<file path="config.mk">
export PLATFORM = sky130hd
export DESIGN_NAME = alm_ctrl
export DESIGN_NICKNAME = d
export VERILOG_FILES = /design/src/hdl/alm_pkg.sv /design/src/hdl/alm_ctrl.sv
export SDC_FILE = /design/constraint.sdc
export NUM_CORES = 1
export LEC_CHECK = 0
export BUFFER_PORTS_ARGS = -buffer_cell sky130_fd_sc_hd__buf_2
export CAP_MARGIN = 20
export CORE_AREA = 5 5 42 44
export DETAILED_ROUTE_END_ITERATION = 12
export DIE_AREA = 0 0 47 49
export GPL_TIMING_DRIVEN = 0
export PLACE_DENSITY = 0.63
export SLEW_MARGIN = 20
export SYNTH_ARGS = -nofsm -noshare
export SYNTH_HDL_FRONTEND = slang
export SYNTH_SLANG_ARGS = --single-unit
</file>
<file path="constraint.sdc">
create_clock -name clk -period 1.7 [get_ports clk]
set_input_delay 0.34 -clock clk [delete_from_list [all_inputs] [get_ports clk]]
set_output_delay 0.34 -clock clk [all_outputs]
set_load 0.01 [all_outputs]
</file>
<file path="src/hdl/alm_pkg.sv">
// ----------------------------------------------------------------------------
// alm_pkg: shared types and constants for the level meter ballistics
// Field widths, dB conversion constants, and the command/status bundles
// exchanged between the controller and the datapath.
// ----------------------------------------------------------------------------
package alm_pkg;

	// channel count and indexing
	localparam int CHANNELS   = 64;
	localparam int CHAN_W     = 6;
	localparam int CHAN_CMP_W = CHAN_W + 1;
	localparam int IDX_W      = $clog2(CHANNELS);

	// field widths
	localparam int LVL_W   = 24;
	localparam int COEFF_W = 16;
	localparam int DB_W    = 16;

	// log2 unit widths
	localparam int FRAC_W     = 16;
	localparam int SH_W       = 5;
	localparam int LG_W       = SH_W + 1 + FRAC_W;
	localparam int K_W        = 27;
	localparam int PROD_W     = LG_W + K_W + 1;
	localparam int RND_W      = PROD_W + 1;
	localparam int RND_SHIFT  = 32;
	localparam int DBF_W      = RND_W - RND_SHIFT;
	localparam int SQ_STEPS   = FRAC_W;
	localparam int SQ_CNT_W   = $clog2(SQ_STEPS);

	// 20*log10(2)*256 in Q16
	localparam logic [K_W-1:0] DB_K = K_W'(101008905);

	// display limits in 1/256 dB
	localparam int DB_FLOOR = -25600;
	localparam int DB_CEIL  = 1541;

	localparam logic [COEFF_W-1:0] COEFF_RESET = COEFF_W'(5240);

	// opcodes
	localparam logic OP_UPDATE = 1'b0;
	localparam logic OP_CLEAR  = 1'b1;

	// per-channel envelope word
	typedef struct packed {
		logic             clip;
		logic [LVL_W-1:0] rms;
		logic [LVL_W-1:0] peak;
	} alm_env_t;

	// controller commands
	typedef struct packed {
		logic accept;
		logic upd;
		logic norm;
		logic sq;
		logic mul;
		logic fin;
	} alm_cmd_t;

	// datapath status
	typedef struct packed {
		logic norm_done;
		logic out_room;
	} alm_sts_t;

endpackage

</file>
<file path="src/hdl/alm_ctrl.sv">
// ----------------------------------------------------------------------------
// alm_ctrl: sequencing controller for the level meter
// Steps one item through read/update, normalize, squaring, scale and
// result load, and stalls the input channel while an item is in work.
// ----------------------------------------------------------------------------
module alm_ctrl import alm_pkg::*; (
	input  logic     clk,
	input  logic     arst_n,
	input  logic     in_valid,
	output logic     in_stall,
	input  alm_sts_t sts,
	output alm_cmd_t cmd
);

	localparam logic [2:0] S_IDLE = 3'd0;
	localparam logic [2:0] S_UPD  = 3'd1;
	localparam logic [2:0] S_NORM = 3'd2;
	localparam logic [2:0] S_SQ   = 3'd3;
	localparam logic [2:0] S_MUL  = 3'd4;
	localparam logic [2:0] S_FIN  = 3'd5;

	logic [2:0]          state_q;
	logic [2:0]          state_nx;
	logic [SQ_CNT_W-1:0] cnt_q;

	assign in_stall = (state_q != S_IDLE);

	// commands
	assign cmd.accept = in_valid && (state_q == S_IDLE);
	assign cmd.upd    = (state_q == S_UPD);
	assign cmd.norm   = (state_q == S_NORM);
	assign cmd.sq     = (state_q == S_SQ);
	assign cmd.mul    = (state_q == S_MUL);
	assign cmd.fin    = (state_q == S_FIN) && sts.out_room;

	// next state
	always_comb begin
		state_nx = state_q;
		case (state_q)
			S_IDLE: if (in_valid) state_nx = S_UPD;
			S_UPD:  state_nx = S_NORM;
			S_NORM: if (sts.norm_done) state_nx = S_SQ;
			S_SQ:   if (cnt_q == SQ_CNT_W'(SQ_STEPS - 1)) state_nx = S_MUL;
			S_MUL:  state_nx = S_FIN;
			S_FIN:  if (sts.out_room) state_nx = S_IDLE;
			default: state_nx = S_IDLE;
		endcase
	end

	always_ff @(posedge clk or negedge arst_n) begin
		if (!arst_n) begin
			state_q <= S_IDLE;
			cnt_q   <= '0;
		end else begin
			state_q <= state_nx;
			// squaring step counter
			if (state_q == S_SQ) begin
				cnt_q <= cnt_q + SQ_CNT_W'(1);
			end else begin
				cnt_q <= '0;
			end
		end
	end

endmodule

</file>
-- Word level (Yosys, flattened, before mapping)
Index checks and enable logic that the tools add are counted.
W data, S select, Z words.
- add/sub/neg operators: 1
- $mul: 0
- div/mod/pow operators: 0
- order comparisons: 0
- equal/unequal tests: 10
- shifts and indexed selects: 0
- multiplexer cells: 6
- bitwise gates (word level): 0
- reduce and logical (&&, ||, !) cells: 5
- operator list (operator ; number):
    $pmux W3 S6 ; 1
    $mux W3 ; 4
    $eq A3 B2 Y1 const B ; 2
    $eq A3 B3 Y1 const B ; 2
    $ne A2 B2 Y1 const B ; 3
    $add A4 B1 Y4 const B ; 1
    $eq A4 B4 Y1 const B ; 1
    $mux W4 ; 1
    $reduce_and A4 Y1 ; 1
    $eq A3 B1 Y1 const B ; 1
    $logic_not A3 Y1 ; 1
    $reduce_bool A3 Y1 ; 1
    $logic_and A1 B1 Y1 ; 2
    $ne A2 B1 Y1 const B ; 1
- register bits: 7
- bits in latches: 0
- memory bits (writable): 0
- memory bits (read-only): 0
- logic and storage cells: 24
- memories: 0

-- Longest topological paths before layout
- depth in word-level cells: 3
- depth in mapped cells: 4

-- Least setup slack after synthesis
No wires, ideal clock.
- path type: register -> output
- from: register state_q[0]
- to: output cmd[5] (netlist bit)
- data arrival time: 1.023 ns
- required time: 1.360 ns
- slack: 0.337 ns
- cell stages (with the launch flop): 4
- path through: dfrtp_1 buf_6 or3_4 nor2_2
- RTL lines (item ; RTL line ; source):
    start, declared ; alm_ctrl.sv:22 ; logic [2:0] state_q;
    start signal, assigned ; alm_ctrl.sv:55 ; state_q <= state_nx;
    end, declared ; alm_ctrl.sv:12 ; output alm_cmd_t cmd

==> impl_metrics.ini <==
[synthesis]
syn-num-nets = 43
synthesis.area_um2 = 405
ys_ff_latch = 7
yosysSeqAreaShare_pct = 43.2
synth.avg_cell_area_um2 = 11.0
syn_inst = 37
synth.distinct_cells = 24
yosys_warnings = 0

[power_and_ir_drop]
power.internal_w = 0.000560
p_seq_share_pct = 29.8
peakVddDrop_mv = 0.625
sw_frac_of_total_pct = 36.6
power_switching_w = 0.000323
pwr-share-comb_pct = 53.9
pwr-share-clk_pct = 16.3
power.density_nw_per_um2 = 1670
power_leakage_nw = 0.263

[global_routing]
grt_max_degree = 10
grt_pass1_wl_mm = 1.10
grtUsageTotal_pct = 6.54
grt_pass1_vias = 258
grt-ovfl-total = 0
antenna_found_initial = 0

[clocking]
htree_levels = 1
cts_tree = done
cts.clk_slew.worst_paths_ns = 0.05
root_buffer = clkbuf_4
cts_max_path_buffers = 2
clock-sinks = 7
clock_latency_ns = 0.24
numCtsBuffers = 3

[timing]
layout_setup_ws_ns = 0.0382
tightest_slew_ns = 0.272
final_max_slew_viol_count = 0
slew_headroom_pct = 81.9
setup_viol = 0
period_share_pct = 97.8
period_needed_ns = 1.66
finalHoldViolCount = 0
fin_worst_hold_slack_ns = 0.427
tns_ns = 0
fmax_mhz = 602
fin_worst_skew_ns = 0.000381

[setup_path]
worstPathMaxFanout = 9
crit_path_start_kind = flop
path_cells = buf_6 > or3_4 > nor2_2 > buf_2
crit_buf_inv = 2
cp_slowest_stage_delay_ns = 0.37
crit_path_end_kind = primary output
cpMaxStageDelayCell = dfrtp_1
path_class = reg -> out
cp_top_family = simple AND/OR/NAND/NOR gates
worstPathArrival_ns = 1.32
crit_required_ns = 1.36

[floorplan]
core-area_um2 = 1400
rows = 14
initial_utilization_pct = 28.9
dieArea_um2 = 2300
die_h_um = 49
die_w_um = 47
ios = 12

[job]
drv_cap = 0

[placed_design]
post-place-ws_ns = 0.280
port_buffers = 11
routabilityCongestion = 0.646
dpl-instance-area_um2 = 480

[hold_path]
min_path_type = in -> reg

[layout]
finalNetCount = 61
n_antenna_cell = 0
design_area_um2 = 528
drive_gt1_share_pct = 40.7
area_growth_pct = 30.2

[status]
status = finished, final reports clean

[drt]
num_vias = 308
wl_per_cell_um = 10.1
vias_per_cell = 4.40
wl_um = 709
drc = 0
drt_first_pass_iters = 2
drtAntennaViolNets = 0
first_iter_violations = 1
worst paths after layout:
| check | start | endpoint | slack [ns] | cells after the start |
|---|---|---|---|---|
| max | state_q[1] | cmd[5] | 0.04 | 4 |
| min | sts[0] | state_q[2] | 0.43 | 3 |
| max reg2reg | state_q[2] | state_q[2] | 0.58 | 3 |
| min reg2reg | cnt_q[0] | cnt_q[0] | 0.46 | 1 |
| max in group asynchronous | arst_n | state_q[2] | 1.11 | 2 |
| min in group asynchronous | arst_n | state_q[1] | 0.44 | 2 |
cell families (layout without fill, tap and decap cells):
family | count (synthesis) | after routing | synth area share (%)
buffers and inverters | 4 | 21 | 6.48
adders and majority gates | 1 | 1 | 3.09
and+or+nand+nor | 16 | 16 | 26.5
DFF | 7 | 7 | 43.2
xor gates and xnor gates | 3 | 3 | 6.48
AOI/OAI and AO/OA | 6 | 6 | 14.2
power by group through the flow:
stage	sequential [W]	clock [W]	combinational (W)
after global routing	0.000273	0.000162	0.000533
final	0.000263	0.000144	0.000476
after global placement	0.000261	0	0.000455
after CTS	0.000259	0.000155	0.000458
after floorplan	0.000253	0	0.000352
after detailed placement	0.000262	0	0.000453
routing by layer:
metal / global-route usage, % / up-vias / wire length, µm
li1: - / 162 / -
met1: 9.05 / 134 / 331
met2: 7.92 / 12 / 280
met3: 2.95 / 0 / 97
met4: 4.15 / 0 / 0
met5: 0 / - / 0
cells in the final DEF, fill, tap and decap left out:
cell type and instances:
clkbuf_4 3, xnor2_1 2, o21bai_1 1, dfrtp_1 7, nand3_1 1, xor2_1 1, nor2_1 4, ha_1 1
nand2b_1 2, a31oi_4 1, and2_1 2, buf_2 11, inv_1 1, inv_2 1, nor2b_1 1, nand2_1 1
nand3b_4 1, o22ai_1 1, clkbuf_1 1, buf_6 2, buf_4 1, nor2_2 1, or3_4 1, o32a_1 1
nor3b_1 2, dlygate4sd3_1 1, a22oi_1 1, o21ai_0 1
state kept, by name, indices dropped and copies added, names as in the netlist:
register	count
state_q	3
cnt_q	4
final cells by class:
cell class,instances,area (µm²)
plain buffers,2,22.5
inverters,2,7.51
fillers,144,873
flip-flops and latches,7,175
well taps,16,20.0
multi-input cells,26,204
clock buffers,4,26.3
repair buffers,13,72.6
through the flow:
stage                     cells  utilization (%)  power (W)
after global placement       64             34.3   0.000716
after detailed placement     64             34.3   0.000715
final                        70             37.7   0.000883
after global routing         70             37.7   0.000967
after floorplan              37                -   0.000605
after CTS                    69             36.9   0.000872
Yosys cell counts:
master    instances  area share (%)
dfrtp_1           7              43
nor2_1            4             3.7
and2_1            2             3.1
nand2b_1          2             3.1
nor3b_1           2             3.7
xnor2_1           2             4.3
a22oi_1           1             1.9
a31oi_4           1             5.2
buf_4             1             1.9
buf_6             1             2.8
ha_1              1             3.1
inv_1             1            0.93
inv_2             1            0.93
nand2_1           1            0.93
nand3_1           1             1.2
nand3b_4          1             4.9
nor2_2            1             1.5
nor2b_1           1             1.5
o21ai_0           1             1.2
o21bai_1          1             1.9
o22ai_1           1             1.5
o32a_1            1             2.5
or3_4             1             2.8
xor2_1            1             2.2
worst min-delay path, delay by kind of cell:
| family | cells | cell delay, ns |
|---|---|---|
| buffers and inverters | 1 | 0.08 |
| and+or+nand+nor | 1 | 0.13 |
| AOI/OAI and AO/OA | 1 | 0.07 |
repair_timing:
item | 4_1_cts | 5_1_grt
resized for setup | 0 | 1
hold endpoints to repair | 7 | 0
setup endpoints to repair | 0 | 1
buffers inserted | 0 | 1
hold buffers | 1 | 0
Power figures use the tool's default switching activity.
